### src/rtl/ttest_pkg.sv
`default_nettype none
package ttest_pkg;

  // field and register widths
  localparam int unsigned OP_W       = 3;
  localparam int unsigned TIME_W     = 32;
  localparam int unsigned TEMPO_W    = 9;
  localparam int unsigned MS_W       = 16;
  localparam int unsigned CFG_IDX_W  = 3;
  localparam int unsigned CFG_DATA_W = 16;
  localparam int unsigned TAPS_W     = 8;

  // divider widths
  localparam int unsigned DIV_NUM_W = 33;
  localparam int unsigned DIV_DEN_W = 32;

  localparam logic [MS_W-1:0] MS_PER_MIN = 16'd60000;

  // operation codes
  localparam logic [OP_W-1:0] OP_TAP     = 3'd0;
  localparam logic [OP_W-1:0] OP_UP      = 3'd1;
  localparam logic [OP_W-1:0] OP_DOWN    = 3'd2;
  localparam logic [OP_W-1:0] OP_TIMEOUT = 3'd3;
  localparam logic [OP_W-1:0] OP_STOP    = 3'd4;

  // timer actions
  localparam logic [1:0] TMR_NONE   = 2'd0;
  localparam logic [1:0] TMR_ARM    = 2'd1;
  localparam logic [1:0] TMR_CANCEL = 2'd2;

  // metronome actions
  localparam logic [1:0] MET_NONE  = 2'd0;
  localparam logic [1:0] MET_START = 2'd1;
  localparam logic [1:0] MET_STOP  = 2'd2;
  localparam logic [1:0] MET_SET   = 2'd3;

  // register indexes
  localparam logic [CFG_IDX_W-1:0] CFG_DEBOUNCE  = 3'd0;
  localparam logic [CFG_IDX_W-1:0] CFG_WINDOW    = 3'd1;
  localparam logic [CFG_IDX_W-1:0] CFG_TEMPO_MIN = 3'd2;
  localparam logic [CFG_IDX_W-1:0] CFG_TEMPO_MAX = 3'd3;
  localparam logic [CFG_IDX_W-1:0] CFG_FIRST_DLY = 3'd4;
  localparam logic [CFG_IDX_W-1:0] CFG_DLY_FLOOR = 3'd5;
  localparam logic [CFG_IDX_W-1:0] CFG_DLY_CEIL  = 3'd6;

  // register reset values
  localparam logic [MS_W-1:0]    RST_DEBOUNCE  = 16'd120;
  localparam logic [MS_W-1:0]    RST_WINDOW    = 16'd5000;
  localparam logic [TEMPO_W-1:0] RST_TEMPO_MIN = 9'd30;
  localparam logic [TEMPO_W-1:0] RST_TEMPO_MAX = 9'd300;
  localparam logic [MS_W-1:0]    RST_FIRST_DLY = 16'd2000;
  localparam logic [MS_W-1:0]    RST_DLY_FLOOR = 16'd400;
  localparam logic [MS_W-1:0]    RST_DLY_CEIL  = 16'd5000;

  // controller to datapath commands
  typedef struct packed {
    logic capture;
    logic front;
    logic walk_init;
    logic walk;
    logic est_start;
    logic est_apply;
    logic sched;
    logic dly_start;
    logic dly_apply;
    logic emit;
  } ttest_cmd_t;

  // datapath to controller status
  typedef struct packed {
    logic tap_stored;
    logic sched_req;
    logic walk_done;
    logic est_ok;
    logic sched_div;
    logic div_done;
    logic out_busy;
  } ttest_sts_t;

endpackage
`default_nettype wire

### src/rtl/ttest_if.sv
`default_nettype none
interface ttest_in_if;
  logic                         valid;
  logic                         ready;
  logic [ttest_pkg::OP_W-1:0]   operation;
  logic [ttest_pkg::TIME_W-1:0] now_ms;
  logic                         metronome_running;
  modport source (output valid, output operation, output now_ms,
                  output metronome_running, input ready);
  modport sink (input valid, input operation, input now_ms,
                input metronome_running, output ready);
endinterface

interface ttest_out_if;
  logic                          valid;
  logic                          ready;
  logic [ttest_pkg::TEMPO_W-1:0] tempo;
  logic                          tap_accepted;
  logic [1:0]                    timer_action;
  logic [ttest_pkg::MS_W-1:0]    timer_delay_ms;
  logic [1:0]                    metronome_action;
  logic [ttest_pkg::TIME_W-1:0]  phase_anchor_ms;
  modport source (output valid, output tempo, output tap_accepted,
                  output timer_action, output timer_delay_ms,
                  output metronome_action, output phase_anchor_ms, input ready);
  modport sink (input valid, input tempo, input tap_accepted,
                input timer_action, input timer_delay_ms,
                input metronome_action, input phase_anchor_ms, output ready);
endinterface

interface ttest_cfg_if;
  logic                             valid;
  logic                             ready;
  logic [ttest_pkg::CFG_IDX_W-1:0]  index;
  logic [ttest_pkg::CFG_DATA_W-1:0] data;
  modport source (output valid, output index, output data, input ready);
  modport sink (input valid, input index, input data, output ready);
endinterface
`default_nettype wire

### src/rtl/tap_tempo_estimator.sv
`default_nettype none
// Tap tempo estimator: takes one event per transfer (tap, tempo up, tempo
// down, timeout fired, stop) and returns exactly one result transfer with
// the tempo, a timer request and a metronome request. Items are handled one
// at a time. A tempo change that reschedules runs a 33-step divide; one that
// only arms or cancels runs none. A stored tap walks the timestamp ring
// newest first, one entry a cycle, then runs up to two divides on one shared
// radix-2 divider. A stalled result receiver holds back the next result.
// The next item is taken while the previous result waits in the output
// register. Configuration writes are taken every cycle; write only while
// idle. Ring entries are valid only up to the fill count; no clearing pass.
module tap_tempo_estimator #(
  parameter int unsigned HISTORY_DEPTH = 32
) (
  input  wire logic   clk,
  input  wire logic   rst_n,
  ttest_in_if.sink    in_ch,
  ttest_out_if.source out_ch,
  ttest_cfg_if.sink   cfg_ch
);

  ttest_pkg::ttest_cmd_t cmd;
  ttest_pkg::ttest_sts_t sts;

  assign cfg_ch.ready = 1'b1;

  ttest_ctrl u_ctrl (
    .clk      (clk),
    .rst_n    (rst_n),
    .in_valid (in_ch.valid),
    .in_ready (in_ch.ready),
    .sts      (sts),
    .cmd      (cmd)
  );

  ttest_dp #(
    .HISTORY_DEPTH (HISTORY_DEPTH)
  ) u_dp (
    .clk                  (clk),
    .rst_n                (rst_n),
    .cmd                  (cmd),
    .sts                  (sts),
    .in_operation         (in_ch.operation),
    .in_now_ms            (in_ch.now_ms),
    .in_metronome_running (in_ch.metronome_running),
    .cfg_wr               (cfg_ch.valid),
    .cfg_idx              (cfg_ch.index),
    .cfg_data             (cfg_ch.data),
    .out_ready            (out_ch.ready),
    .out_valid            (out_ch.valid),
    .out_tempo            (out_ch.tempo),
    .out_tap_accepted     (out_ch.tap_accepted),
    .out_timer_action     (out_ch.timer_action),
    .out_timer_delay_ms   (out_ch.timer_delay_ms),
    .out_metronome_action (out_ch.metronome_action),
    .out_phase_anchor_ms  (out_ch.phase_anchor_ms)
  );

endmodule
`default_nettype wire

### src/rtl/ttest_div.sv
`default_nettype none
module ttest_div (
  input  wire logic                                clk,
  input  wire logic                                rst_n,
  input  wire logic                                start,
  input  wire logic [ttest_pkg::DIV_NUM_W-1:0]     num,
  input  wire logic [ttest_pkg::DIV_DEN_W-1:0]     den,
  output logic                                     done,
  output logic [ttest_pkg::DIV_NUM_W-1:0]          quo
);

  localparam int unsigned NW = ttest_pkg::DIV_NUM_W;
  localparam int unsigned DW = ttest_pkg::DIV_DEN_W;
  localparam int unsigned CW = $clog2(NW + 1);

  logic [DW-1:0] rem_r;
  logic [NW-1:0] num_r;
  logic [NW-1:0] quo_r;
  logic [DW-1:0] den_r;
  logic [CW-1:0] cnt_r;
  logic          busy_r;
  logic          done_r;
  logic [DW:0]   trial;
  logic [DW:0]   diff;
  logic          fits;

  // one quotient bit per cycle, restoring
  assign trial = {rem_r, num_r[NW-1]};
  assign fits  = trial >= {1'b0, den_r};
  assign diff  = trial - {1'b0, den_r};

  always_ff @(posedge clk) begin
    if (!rst_n) begin
      busy_r <= 1'b0;
      done_r <= 1'b0;
      cnt_r  <= '0;
    end else begin
      done_r <= 1'b0;
      if (start) begin
        busy_r <= 1'b1;
        cnt_r  <= CW'(NW);
      end else if (busy_r) begin
        cnt_r <= cnt_r - 1'b1;
        if (cnt_r == CW'(1)) begin
          busy_r <= 1'b0;
          done_r <= 1'b1;
        end
      end
    end
  end

  // remainder stays below the divisor, so it always fits in DW bits
  always_ff @(posedge clk) begin
    if (start) begin
      rem_r <= '0;
      num_r <= num;
      den_r <= den;
      quo_r <= '0;
    end else if (busy_r) begin
      rem_r <= fits ? diff[DW-1:0] : trial[DW-1:0];
      num_r <= {num_r[NW-2:0], 1'b0};
      quo_r <= {quo_r[NW-2:0], fits};
    end
  end

  assign done = done_r;
  assign quo  = quo_r;

endmodule
`default_nettype wire

### src/rtl/ttest_ctrl.sv
`default_nettype none
module ttest_ctrl (
  input  wire logic                  clk,
  input  wire logic                  rst_n,
  input  wire logic                  in_valid,
  output logic                       in_ready,
  input  wire ttest_pkg::ttest_sts_t sts,
  output ttest_pkg::ttest_cmd_t      cmd
);

  typedef enum logic [3:0] {
    S_IDLE, S_FRONT, S_WINIT, S_WALK, S_EST, S_EDIV, S_EAPP,
    S_SCHED, S_DDIV, S_DAPP, S_FIN
  } state_t;

  state_t state_r, state_nxt;

  // sequencing of one item
  always_comb begin
    state_nxt = state_r;
    cmd       = '0;
    unique case (state_r)
      S_IDLE: begin
        cmd.capture = in_valid;
        if (in_valid) state_nxt = S_FRONT;
      end
      S_FRONT: begin
        cmd.front = 1'b1;
        if (sts.tap_stored)     state_nxt = S_WINIT;
        else if (sts.sched_req) state_nxt = S_SCHED;
        else                    state_nxt = S_FIN;
      end
      S_WINIT: begin
        cmd.walk_init = 1'b1;
        state_nxt     = S_WALK;
      end
      S_WALK: begin
        cmd.walk = 1'b1;
        if (sts.walk_done) state_nxt = S_EST;
      end
      S_EST: begin
        cmd.est_start = sts.est_ok;
        state_nxt     = sts.est_ok ? S_EDIV : S_SCHED;
      end
      S_EDIV: begin
        if (sts.div_done) state_nxt = S_EAPP;
      end
      S_EAPP: begin
        cmd.est_apply = 1'b1;
        state_nxt     = S_SCHED;
      end
      S_SCHED: begin
        cmd.sched     = 1'b1;
        cmd.dly_start = sts.sched_div;
        state_nxt     = sts.sched_div ? S_DDIV : S_FIN;
      end
      S_DDIV: begin
        if (sts.div_done) state_nxt = S_DAPP;
      end
      S_DAPP: begin
        cmd.dly_apply = 1'b1;
        state_nxt     = S_FIN;
      end
      S_FIN: begin
        cmd.emit = !sts.out_busy;
        if (!sts.out_busy) state_nxt = S_IDLE;
      end
      default: state_nxt = S_IDLE;
    endcase
  end

  always_ff @(posedge clk) begin
    if (!rst_n) state_r <= S_IDLE;
    else        state_r <= state_nxt;
  end

  assign in_ready = (state_r == S_IDLE);

endmodule
`default_nettype wire

### src/rtl/ttest_dp.sv
`default_nettype none
module ttest_dp #(
  parameter int unsigned HISTORY_DEPTH = 32
) (
  input  wire logic                                  clk,
  input  wire logic                                  rst_n,
  input  wire ttest_pkg::ttest_cmd_t                 cmd,
  output ttest_pkg::ttest_sts_t                      sts,
  input  wire logic [ttest_pkg::OP_W-1:0]            in_operation,
  input  wire logic [ttest_pkg::TIME_W-1:0]          in_now_ms,
  input  wire logic                                  in_metronome_running,
  input  wire logic                                  cfg_wr,
  input  wire logic [ttest_pkg::CFG_IDX_W-1:0]       cfg_idx,
  input  wire logic [ttest_pkg::CFG_DATA_W-1:0]      cfg_data,
  input  wire logic                                  out_ready,
  output logic                                       out_valid,
  output logic [ttest_pkg::TEMPO_W-1:0]              out_tempo,
  output logic                                       out_tap_accepted,
  output logic [1:0]                                 out_timer_action,
  output logic [ttest_pkg::MS_W-1:0]                 out_timer_delay_ms,
  output logic [1:0]                                 out_metronome_action,
  output logic [ttest_pkg::TIME_W-1:0]               out_phase_anchor_ms
);

  localparam int unsigned IW  = (HISTORY_DEPTH > 1) ? $clog2(HISTORY_DEPTH) : 1;
  localparam int unsigned CW  = $clog2(HISTORY_DEPTH + 1);
  localparam int unsigned TW  = ttest_pkg::TIME_W;
  localparam int unsigned PW  = ttest_pkg::TEMPO_W;
  localparam int unsigned MW  = ttest_pkg::MS_W;
  localparam int unsigned NW  = ttest_pkg::DIV_NUM_W;
  localparam int unsigned DW  = ttest_pkg::DIV_DEN_W;
  localparam int unsigned AW  = ttest_pkg::TAPS_W;
  localparam logic [IW-1:0] LAST_IDX = IW'(HISTORY_DEPTH - 1);
  localparam logic [CW-1:0] FULL     = CW'(HISTORY_DEPTH);

  // configuration registers
  logic [MW-1:0] debounce_r, window_r, first_dly_r, dly_floor_r, dly_ceil_r;
  logic [PW-1:0] tmin_r, tmax_r;

  // captured item
  logic [ttest_pkg::OP_W-1:0] op_r;
  logic [TW-1:0]              now_r;
  logic                       run_r;

  // tracker state
  logic [IW-1:0] head_r, head_nxt;
  logic [CW-1:0] fill_r, fill_nxt;
  logic [TW-1:0] last_r, last_nxt;
  logic          last_vld_r, last_vld_nxt;
  logic [TW-1:0] anchor_r, anchor_nxt;
  logic [AW-1:0] taps_r, taps_nxt;
  logic [PW-1:0] tempo_r, tempo_nxt;

  // result under construction
  logic          res_acc_r, res_acc_nxt;
  logic [1:0]    res_tmr_r, res_tmr_nxt;
  logic [MW-1:0] res_dly_r, res_dly_nxt;
  logic [1:0]    res_met_r, res_met_nxt;
  logic [TW-1:0] res_phase_r, res_phase_nxt;

  // output register
  logic          out_valid_r;
  logic [PW-1:0] out_tempo_r;
  logic          out_acc_r;
  logic [1:0]    out_tmr_r;
  logic [MW-1:0] out_dly_r;
  logic [1:0]    out_met_r;
  logic [TW-1:0] out_phase_r;

  // timestamp ring and window walk
  logic [TW-1:0] ring_mem [HISTORY_DEPTH];
  logic [TW-1:0] rdata_r;
  logic [IW-1:0] rd_idx_r;
  logic [CW-1:0] issued_r;
  logic          pend_r;
  logic          stop_r;
  logic [CW-1:0] cnt_r;
  logic [TW-1:0] oldest_r, newest_r;

  logic          tap_store;
  logic [IW-1:0] wr_idx;
  logic          tempo_ok;
  logic [PW:0]   bump;
  logic [PW-1:0] bump_base;
  logic [TW-1:0] total;
  logic [NW-1:0] est_num;
  logic [NW-1:0] div_num;
  logic [DW-1:0] div_den;
  logic          div_done;
  logic [NW-1:0] div_quo;
  logic [NW-1:0] est_q;
  logic [PW-1:0] est_val;
  logic [MW:0]   dly_val;
  logic          issue;

  // configuration writes
  always_ff @(posedge clk) begin
    if (!rst_n) begin
      debounce_r  <= ttest_pkg::RST_DEBOUNCE;
      window_r    <= ttest_pkg::RST_WINDOW;
      tmin_r      <= ttest_pkg::RST_TEMPO_MIN;
      tmax_r      <= ttest_pkg::RST_TEMPO_MAX;
      first_dly_r <= ttest_pkg::RST_FIRST_DLY;
      dly_floor_r <= ttest_pkg::RST_DLY_FLOOR;
      dly_ceil_r  <= ttest_pkg::RST_DLY_CEIL;
    end else if (cfg_wr) begin
      unique case (cfg_idx)
        ttest_pkg::CFG_DEBOUNCE:  debounce_r  <= cfg_data;
        ttest_pkg::CFG_WINDOW:    window_r    <= cfg_data;
        ttest_pkg::CFG_TEMPO_MIN: tmin_r      <= cfg_data[PW-1:0];
        ttest_pkg::CFG_TEMPO_MAX: tmax_r      <= cfg_data[PW-1:0];
        ttest_pkg::CFG_FIRST_DLY: first_dly_r <= cfg_data;
        ttest_pkg::CFG_DLY_FLOOR: dly_floor_r <= cfg_data;
        ttest_pkg::CFG_DLY_CEIL:  dly_ceil_r  <= cfg_data;
        default: ;
      endcase
    end
  end

  // item capture
  always_ff @(posedge clk) begin
    if (cmd.capture) begin
      op_r  <= in_operation;
      now_r <= in_now_ms;
      run_r <= in_metronome_running;
    end
  end

  assign tempo_ok = (tempo_r != '0) && (tempo_r >= tmin_r) && (tempo_r <= tmax_r);

  // tempo nudge, clamped to the limits
  always_comb begin
    bump_base = (tempo_r < tmin_r) ? tmin_r : tempo_r;
    if (op_r == ttest_pkg::OP_UP)  bump = {1'b0, bump_base} + 1'b1;
    else if (bump_base == '0)      bump = {1'b0, tmin_r};
    else                           bump = {1'b0, bump_base} - 1'b1;
    if (bump < {1'b0, tmin_r}) bump = {1'b0, tmin_r};
    if (bump > {1'b0, tmax_r}) bump = {1'b0, tmax_r};
  end

  // per-operation update of state and result
  always_comb begin
    head_nxt      = head_r;
    fill_nxt      = fill_r;
    last_nxt      = last_r;
    last_vld_nxt  = last_vld_r;
    anchor_nxt    = anchor_r;
    taps_nxt      = taps_r;
    tempo_nxt     = tempo_r;
    res_acc_nxt   = 1'b0;
    res_tmr_nxt   = ttest_pkg::TMR_NONE;
    res_dly_nxt   = '0;
    res_met_nxt   = ttest_pkg::MET_NONE;
    res_phase_nxt = '0;
    tap_store     = 1'b0;
    wr_idx        = head_r;
    case (op_r)
      ttest_pkg::OP_TAP: begin
        if (run_r) begin
          taps_nxt     = '0;
          fill_nxt     = '0;
          head_nxt     = '0;
          last_nxt     = '0;
          last_vld_nxt = 1'b0;
          anchor_nxt   = '0;
          res_met_nxt  = ttest_pkg::MET_STOP;
          res_tmr_nxt  = ttest_pkg::TMR_CANCEL;
        end
        tap_store = !(last_vld_nxt && ((now_r - last_nxt) < TW'(debounce_r)));
        wr_idx    = head_nxt;
        if (tap_store) begin
          head_nxt     = (head_nxt == LAST_IDX) ? '0 : head_nxt + 1'b1;
          if (fill_nxt != FULL) fill_nxt = fill_nxt + 1'b1;
          last_nxt     = now_r;
          last_vld_nxt = 1'b1;
          anchor_nxt   = now_r;
          if (taps_nxt != '1) taps_nxt = taps_nxt + 1'b1;
          res_acc_nxt  = 1'b1;
        end
      end
      ttest_pkg::OP_UP, ttest_pkg::OP_DOWN: begin
        tempo_nxt  = bump[PW-1:0];
        anchor_nxt = now_r;
        if (run_r) begin
          res_met_nxt   = ttest_pkg::MET_SET;
          res_phase_nxt = now_r;
        end
      end
      ttest_pkg::OP_TIMEOUT: begin
        if (!run_r && tempo_ok && (taps_r >= AW'(2)) && (fill_r >= CW'(2))) begin
          res_met_nxt   = ttest_pkg::MET_START;
          res_phase_nxt = anchor_r;
          taps_nxt      = '0;
          fill_nxt      = '0;
          head_nxt      = '0;
          last_nxt      = '0;
          last_vld_nxt  = 1'b0;
        end
      end
      ttest_pkg::OP_STOP: begin
        if (run_r) begin
          taps_nxt     = '0;
          fill_nxt     = '0;
          head_nxt     = '0;
          last_nxt     = '0;
          last_vld_nxt = 1'b0;
          anchor_nxt   = '0;
          res_met_nxt  = ttest_pkg::MET_STOP;
          res_tmr_nxt  = ttest_pkg::TMR_CANCEL;
        end
      end
      default: ;
    endcase
  end

  // estimate numerator and clamping
  assign total   = newest_r - oldest_r;
  assign est_num = NW'(ttest_pkg::MS_PER_MIN) * NW'(cnt_r - 1'b1) + NW'(total >> 1);
  assign div_num = cmd.est_start ? est_num : NW'(ttest_pkg::MS_PER_MIN);
  assign div_den = cmd.est_start ? total : DW'(tempo_r);

  always_comb begin
    est_q = div_quo;
    if (est_q < NW'(tmin_r)) est_q = NW'(tmin_r);
    if (est_q > NW'(tmax_r)) est_q = NW'(tmax_r);
    est_val = est_q[PW-1:0];
    dly_val = {div_quo[MW-1:0], 1'b0};
    if (dly_val < {1'b0, dly_floor_r}) dly_val = {1'b0, dly_floor_r};
    if (dly_val > {1'b0, dly_ceil_r})  dly_val = {1'b0, dly_ceil_r};
  end

  // tracker and result registers
  always_ff @(posedge clk) begin
    if (!rst_n) begin
      head_r     <= '0;
      fill_r     <= '0;
      last_r     <= '0;
      last_vld_r <= 1'b0;
      anchor_r   <= '0;
      taps_r     <= '0;
      tempo_r    <= '0;
    end else if (cmd.front) begin
      head_r     <= head_nxt;
      fill_r     <= fill_nxt;
      last_r     <= last_nxt;
      last_vld_r <= last_vld_nxt;
      anchor_r   <= anchor_nxt;
      taps_r     <= taps_nxt;
      tempo_r    <= tempo_nxt;
    end else if (cmd.est_apply) begin
      if ((est_val != '0) && (est_val >= tmin_r)) tempo_r <= est_val;
    end
  end

  always_ff @(posedge clk) begin
    if (cmd.front) begin
      res_acc_r   <= res_acc_nxt;
      res_tmr_r   <= res_tmr_nxt;
      res_dly_r   <= res_dly_nxt;
      res_met_r   <= res_met_nxt;
      res_phase_r <= res_phase_nxt;
    end else if (cmd.sched && !sts.sched_div) begin
      if (fill_r < CW'(2)) begin
        res_tmr_r <= ttest_pkg::TMR_ARM;
        res_dly_r <= first_dly_r;
      end else begin
        res_tmr_r <= ttest_pkg::TMR_CANCEL;
        res_dly_r <= '0;
      end
    end else if (cmd.dly_apply) begin
      res_tmr_r <= ttest_pkg::TMR_ARM;
      res_dly_r <= dly_val[MW-1:0];
    end
  end

  // ring write on a stored tap, walk reads newest first
  assign issue = cmd.walk && !stop_r && (issued_r != fill_r);

  always_ff @(posedge clk) begin
    if (cmd.front && tap_store) ring_mem[wr_idx] <= now_r;
    if (issue) rdata_r <= ring_mem[rd_idx_r];
  end

  always_ff @(posedge clk) begin
    if (!rst_n) begin
      pend_r   <= 1'b0;
      stop_r   <= 1'b0;
      issued_r <= '0;
      cnt_r    <= '0;
    end else if (cmd.walk_init) begin
      rd_idx_r <= (head_r == '0) ? LAST_IDX : head_r - 1'b1;
      issued_r <= '0;
      pend_r   <= 1'b0;
      stop_r   <= 1'b0;
      cnt_r    <= '0;
    end else if (cmd.walk) begin
      pend_r <= issue;
      if (issue) begin
        rd_idx_r <= (rd_idx_r == '0) ? LAST_IDX : rd_idx_r - 1'b1;
        issued_r <= issued_r + 1'b1;
      end
      if (pend_r && !stop_r) begin
        if ((now_r - rdata_r) > TW'(window_r)) begin
          stop_r <= 1'b1;
        end else begin
          cnt_r    <= cnt_r + 1'b1;
          oldest_r <= rdata_r;
          if (cnt_r == '0) newest_r <= rdata_r;
        end
      end
    end
  end

  ttest_div u_div (
    .clk   (clk),
    .rst_n (rst_n),
    .start (cmd.est_start || cmd.dly_start),
    .num   (div_num),
    .den   (div_den),
    .done  (div_done),
    .quo   (div_quo)
  );

  // output register
  always_ff @(posedge clk) begin
    if (!rst_n) begin
      out_valid_r <= 1'b0;
    end else if (cmd.emit) begin
      out_valid_r <= 1'b1;
    end else if (out_ready) begin
      out_valid_r <= 1'b0;
    end
  end

  always_ff @(posedge clk) begin
    if (cmd.emit) begin
      out_tempo_r <= tempo_r;
      out_acc_r   <= res_acc_r;
      out_tmr_r   <= res_tmr_r;
      out_dly_r   <= res_dly_r;
      out_met_r   <= res_met_r;
      out_phase_r <= res_phase_r;
    end
  end

  assign out_valid            = out_valid_r;
  assign out_tempo            = out_tempo_r;
  assign out_tap_accepted     = out_acc_r;
  assign out_timer_action     = out_tmr_r;
  assign out_timer_delay_ms   = out_dly_r;
  assign out_metronome_action = out_met_r;
  assign out_phase_anchor_ms  = out_phase_r;

  // status to the controller
  assign sts.tap_stored = (op_r == ttest_pkg::OP_TAP) && tap_store;
  assign sts.sched_req  = ((op_r == ttest_pkg::OP_UP) || (op_r == ttest_pkg::OP_DOWN))
                          && !run_r && (taps_r != '0);
  assign sts.walk_done  = stop_r || ((issued_r == fill_r) && !pend_r);
  assign sts.est_ok     = (cnt_r >= CW'(2)) && (total != '0);
  assign sts.sched_div  = (fill_r >= CW'(2)) && tempo_ok;
  assign sts.div_done   = div_done;
  assign sts.out_busy   = out_valid_r && !out_ready;

  a_fill_bound: assert property (@(posedge clk) disable iff (!rst_n)
    fill_r <= FULL)
    else $error("ring fill beyond depth");

  a_div_nonzero: assert property (@(posedge clk) disable iff (!rst_n)
    (cmd.est_start || cmd.dly_start) |-> (div_den != '0))
    else $error("divide by zero started");

  a_emit_shows: assert property (@(posedge clk) disable iff (!rst_n)
    cmd.emit |=> out_valid_r)
    else $error("emitted result not presented");

endmodule
`default_nettype wire
### src/flat_wrapper.sv
// flat-port wrapper written by rule: the top's interface ports become plain ports
module tap_tempo_estimator_flat 
#(
  parameter int unsigned HISTORY_DEPTH = 32
)
  (clk, rst_n, in_ch_valid, in_ch_operation, in_ch_now_ms, in_ch_metronome_running, in_ch_ready, out_ch_valid, out_ch_tempo, out_ch_tap_accepted, out_ch_timer_action, out_ch_timer_delay_ms, out_ch_metronome_action, out_ch_phase_anchor_ms, out_ch_ready, cfg_ch_valid, cfg_ch_index, cfg_ch_data, cfg_ch_ready);
  ttest_in_if in_ch_i ();
  ttest_out_if out_ch_i ();
  ttest_cfg_if cfg_ch_i ();
  input  wire logic clk;
  input  wire logic rst_n;
  input wire logic [$bits(in_ch_i.valid)-1:0] in_ch_valid;
  input wire logic [$bits(in_ch_i.operation)-1:0] in_ch_operation;
  input wire logic [$bits(in_ch_i.now_ms)-1:0] in_ch_now_ms;
  input wire logic [$bits(in_ch_i.metronome_running)-1:0] in_ch_metronome_running;
  output wire logic [$bits(in_ch_i.ready)-1:0] in_ch_ready;
  output wire logic [$bits(out_ch_i.valid)-1:0] out_ch_valid;
  output wire logic [$bits(out_ch_i.tempo)-1:0] out_ch_tempo;
  output wire logic [$bits(out_ch_i.tap_accepted)-1:0] out_ch_tap_accepted;
  output wire logic [$bits(out_ch_i.timer_action)-1:0] out_ch_timer_action;
  output wire logic [$bits(out_ch_i.timer_delay_ms)-1:0] out_ch_timer_delay_ms;
  output wire logic [$bits(out_ch_i.metronome_action)-1:0] out_ch_metronome_action;
  output wire logic [$bits(out_ch_i.phase_anchor_ms)-1:0] out_ch_phase_anchor_ms;
  input wire logic [$bits(out_ch_i.ready)-1:0] out_ch_ready;
  input wire logic [$bits(cfg_ch_i.valid)-1:0] cfg_ch_valid;
  input wire logic [$bits(cfg_ch_i.index)-1:0] cfg_ch_index;
  input wire logic [$bits(cfg_ch_i.data)-1:0] cfg_ch_data;
  output wire logic [$bits(cfg_ch_i.ready)-1:0] cfg_ch_ready;
  assign in_ch_i.valid = in_ch_valid;
  assign in_ch_i.operation = in_ch_operation;
  assign in_ch_i.now_ms = in_ch_now_ms;
  assign in_ch_i.metronome_running = in_ch_metronome_running;
  assign in_ch_ready = in_ch_i.ready;
  assign out_ch_valid = out_ch_i.valid;
  assign out_ch_tempo = out_ch_i.tempo;
  assign out_ch_tap_accepted = out_ch_i.tap_accepted;
  assign out_ch_timer_action = out_ch_i.timer_action;
  assign out_ch_timer_delay_ms = out_ch_i.timer_delay_ms;
  assign out_ch_metronome_action = out_ch_i.metronome_action;
  assign out_ch_phase_anchor_ms = out_ch_i.phase_anchor_ms;
  assign out_ch_i.ready = out_ch_ready;
  assign cfg_ch_i.valid = cfg_ch_valid;
  assign cfg_ch_i.index = cfg_ch_index;
  assign cfg_ch_i.data = cfg_ch_data;
  assign cfg_ch_ready = cfg_ch_i.ready;
  tap_tempo_estimator #(.HISTORY_DEPTH(HISTORY_DEPTH)) u_core (.clk(clk), .rst_n(rst_n), .in_ch(in_ch_i), .out_ch(out_ch_i), .cfg_ch(cfg_ch_i));
endmodule
### config.mk
export PLATFORM = sky130hd
export DESIGN_NAME = tap_tempo_estimator_flat
export DESIGN_NICKNAME = d
export VERILOG_FILES = /design/src/rtl/ttest_pkg.sv /design/src/rtl/ttest_if.sv /design/src/rtl/tap_tempo_estimator.sv /design/src/rtl/ttest_div.sv /design/src/rtl/ttest_ctrl.sv /design/src/rtl/ttest_dp.sv /design/src/flat_wrapper.sv
export SDC_FILE = /design/constraint.sdc
export NUM_CORES = 2
export LEC_CHECK = 0
export BUFFER_PORTS_ARGS = -buffer_cell sky130_fd_sc_hd__buf_4
export CAP_MARGIN = 25
export CORE_MARGIN = 3
export CORE_UTILIZATION = 45
export DETAILED_ROUTE_END_ITERATION = 6
export PLACE_DENSITY = 0.62
export SETUP_SLACK_MARGIN = 0.3
export SYNTH_ARGS = -nofsm -noshare
export SYNTH_HDL_FRONTEND = slang
export SYNTH_HIERARCHICAL = 1
export SYNTH_SLANG_ARGS = --single-unit
### constraint.sdc
create_clock -name clk -period 11.6 [get_ports clk]
set_input_delay 0.58 -clock clk [delete_from_list [all_inputs] [get_ports clk]]
set_output_delay 0.58 -clock clk [all_outputs]
set_load 0.005 [all_outputs]
==> flow_summary.toml <==
[run_status]
status = "finished clean"

[clock_network]
cts-buffers-inserted = 167
insertion_delay_ns = 0.81
cts.sinks = 1624
clk_pin_slew_ns = 0.06
cts_tree = "built"
clockBufferDepth = 3
clockRootBuffer = "clkbuf_16"
post_cts_resized = 0
htreeDepth = 4

[logic_synthesis]
syn_area_per_cell_um2 = 13.7
syn_inst = 5618
yosysTopAreaCell = "edfxtp_1"
yosys-top-cells-area = "edfxtp_1 (52%), mux4_2 (9.3%), dfxtp_1 (7.8%)"
syn-cell-area_mm2 = 0.0772
yosysMostFrequentCell = "edfxtp_1"
async_flop_share = 0
synth_edf_count = 1325
ys_ff_latch = 1624
syn-num-nets = 6043
ys_seq_area_frac = 0.593
synth_top_area_frac = 0.515
yosys_warnings = 6
yosys_most_used_dff = "edfxtp_1"
ys_top_cells_by_count = "edfxtp_1 (1325), nand2_1 (412), ha_1 (334), inv_1 (326), mux4_2 (320)"
netlist-cell-type-count = 111

[timing]
tns_ns = 0
worstMarginPinSlew_ns = 1.08
rsz0062_at_grt = "no"
fin_skew_ns = 0.0784
hold_viol_final = 0
whs_ns = 0.0921
setup_violations = 0
timing.fmax_mhz = 122
fin_crit_ns = 8.17
relSlewSlack = 0.282
drv_slew = 0
setup_slack_ns = 3.43
fin_crit_sh = 0.704

[floorplanning]
core-area_mm2 = 0.170
ioPinCount = 125
initial_utilization = 0.454
die_x_um = 420
dieHeight_um = 420
rows = 151
dieArea_mm2 = 0.177

[place]
io_buffers = 123
gp_congestion = 0.875
post_dp_cell_area_mm2 = 0.0812
dp_hpwl_um = 129000
place_ws_ns = 3.46

[grt]
antenna_found_initial = 8
grtUsageTotal = 0.231
grt_pass1_wl_um = 306000
grt_pass1_vias = 47576
grt_overflow_total = 0
grt_max_degree = 144

[worst_setup_path]
slowest_stage = "xor2_1"
crit_fanout = 7
r2r_slack_ns = 3.43
r2r_end = "u_core/u_dp/u_div/num_r[30]"
slowest_delay_ns = 0.56
worstPathArrival_ns = 8.82
start_kind = "flip-flop"
rr_startpoint = "u_core/u_dp/cnt_r[0]"
crit_type = "flip-flop to flip-flop"
reg2regPathDepth = 33
required_ns = 12.25
crit_path_end_kind = "flip-flop"

[final_layout]
final_nets = 6229
syn2layout_area_growth_pct = 13.1
design_area_mm2 = 0.0873
fillCellCount = 14211
drive_gt1_frac = 0.173

[power_and_ir_drop]
powerDensity_mw_per_mm2 = 172
switching_share = 0.275
comb_power_share = 0.172
clockPowerShare = 0.370
power.internal_mw = 10.9
pwr-share-seq = 0.459
p_switching_mw = 4.11
ir_worst_vdd_v = 0.000136
leakage_nw = 30.7

[hold_path]
hold_end = "u_core/u_dp/tmin_r[0]"
hold_path_class = "primary input to flip-flop"
hp-start = "cfg_ch_data[0]"
hold_depth = 3

[routing]
drcViolationCount = 0
antenna_left = 0
vias = 48537
wirelength_um = 204000
drt_iter0_drc = 4946
drt_first_pass_iters = 6
wire_per_inst_um = 25.0
vias_per_cell = 5.94

[flow_run]
drv_cap = 0
what timing repair did:
| action | in CTS | in global routing |
|---|---|---|
| hold endpoints to repair | 36 | 0 |
| buffers inserted | 0 | 0 |
| hold buffers | 36 | 0 |
| endpoints found under the setup margin | 0 | 0 |
worst max path at each step:
stage | startpoint | slack [ns] | end
after global routing | u_core/u_dp/cnt_r[0] | 2.55 | u_core/u_dp/u_div/num_r[30]
after floorplan | u_core/u_dp/tmin_r[5] | 3.88 | u_core/u_dp/tempo_r[6]
after CTS | u_core/u_dp/cnt_r[0] | 3.46 | u_core/u_dp/u_div/num_r[30]
after detailed placement | u_core/u_dp/cnt_r[0] | 3.46 | u_core/u_dp/u_div/num_r[30]
after global placement | u_core/u_dp/cnt_r[0] | 3.59 | u_core/u_dp/u_div/num_r[30]
final | u_core/u_dp/cnt_r[0] | 3.43 | u_core/u_dp/u_div/num_r[30]
registers in the layout, indices dropped and copies added (netlist names), 32 cells and up:
| signal | count |
|---|---|
| u_core/u_dp/u_div/num_r | 33 |
| u_core/u_dp/last_r | 32 |
| u_core/u_dp/rdata_r | 32 |
| u_core/u_dp/anchor_r | 32 |
| u_core/u_dp/oldest_r | 32 |
| u_core/u_dp/ring_mem | 1024 |
| u_core/u_dp/newest_r | 32 |
| u_core/u_dp/out_phase_anchor_ms | 32 |
| u_core/u_dp/u_div/quo | 33 |
| u_core/u_dp/res_phase_r | 32 |
| u_core/u_dp/u_div/den_r | 32 |
| u_core/u_dp/u_div/rem_r | 32 |
| u_core/u_dp/now_r | 32 |
area by class of cell:
| class | instances | area (um2) | share of cell area |
|---|---|---|---|
| Antenna cell | 2 | 5.00 | 0.0000573 |
| Clock buffer | 198 | 4400 | 0.0503 |
| Clock inverter | 114 | 1350 | 0.0155 |
| Inverter | 329 | 1230 | 0.0141 |
| Multi-Input combinational cell | 3407 | 29500 | 0.337 |
| Sequential cell | 1624 | 45800 | 0.524 |
| Tap cell | 2218 | 2780 | 0.0318 |
| Timing Repair Buffer | 275 | 2300 | 0.0264 |
critical path, delay by kind of cell (launching register included):
kind                     cells  cell delay (ns)
buffers and inverters        4             0.42
AO/OA/AOI/OAI               11             2.74
adder cells (fa/ha/maj)      7             2.75
AND/OR/NAND/NOR              6             0.66
XOR/XNOR                     4             0.97
flip-flops                   1             0.37
multiplexers                 1             0.18
per-layer routing:
metal / vias to the layer above / share of wire / global-route usage
met5: - / 0 / 0
met4: 0 / 0.026 / 0.0624
met3: 286 / 0.062 / 0.0348
met2: 1640 / 0.49 / 0.384
met1: 24592 / 0.43 / 0.317
li1: 22019 / - / -
cell usage in the layout, fill, tap and decap left out, types with 21 or more instances in the layout:
cell type      count
nor2_4            32
buf_4            227
dlygate4sd3_1     36
mux2_2           103
a32o_1            34
a21oi_1          319
ha_1             334
and2_1            37
nor2b_1           51
edfxtp_1        1325
a22o_1            67
o211ai_1          47
xor2_1            57
clkbuf_16        167
nand2_1          412
mux4_2           320
o21ai_0          154
xnor2_1          110
nor3_1            81
nand2b_1          43
inv_1            325
a21o_1           105
nor2_1           273
nand3_1           84
mux2i_1           80
a211oi_1          52
clkbuf_1          21
o21a_1            51
clkinv_2          28
dfxtp_1          298
o21bai_1          22
nand4_1           54
fa_1              31
clkinv_1          39
a31oi_1           46
nor4_1            35
power groups by stage:
stage | combinational (mW) | clock, mW | sequential (mW)
finish | 2.57 | 5.53 | 6.87
CTS | 2.56 | 5.64 | 6.86
detailed placement | 2.54 | 0 | 6.99
floorplan | 1.60 | 0 | 7.04
global route | 2.79 | 5.89 | 6.88
global placement | 2.51 | 0 | 6.98
per-stage QoR:
stage                     std cells   util  power, mW
after floorplan                5618      -       8.64
after global placement         7808  0.477       9.50
after detailed placement       7815  0.478       9.53
after CTS                      8163  0.514       15.1
after global routing           8165  0.514       15.6
final                          8167  0.514       15.0
logic make-up after synthesis:
kind of cell / count (synthesis) / share of synthesized area
DFF: 1624 / 0.593
and+or+nand+nor: 1249 / 0.0781
AOI/OAI and AO/OA: 1113 / 0.0982
buffers and inverters: 587 / 0.0296
muxes: 510 / 0.120
adders and majority gates: 365 / 0.0622
xor gates and xnor gates: 167 / 0.0189
other: 3 / 0.000146
Note: power is estimated with default switching activity, not from simulation.
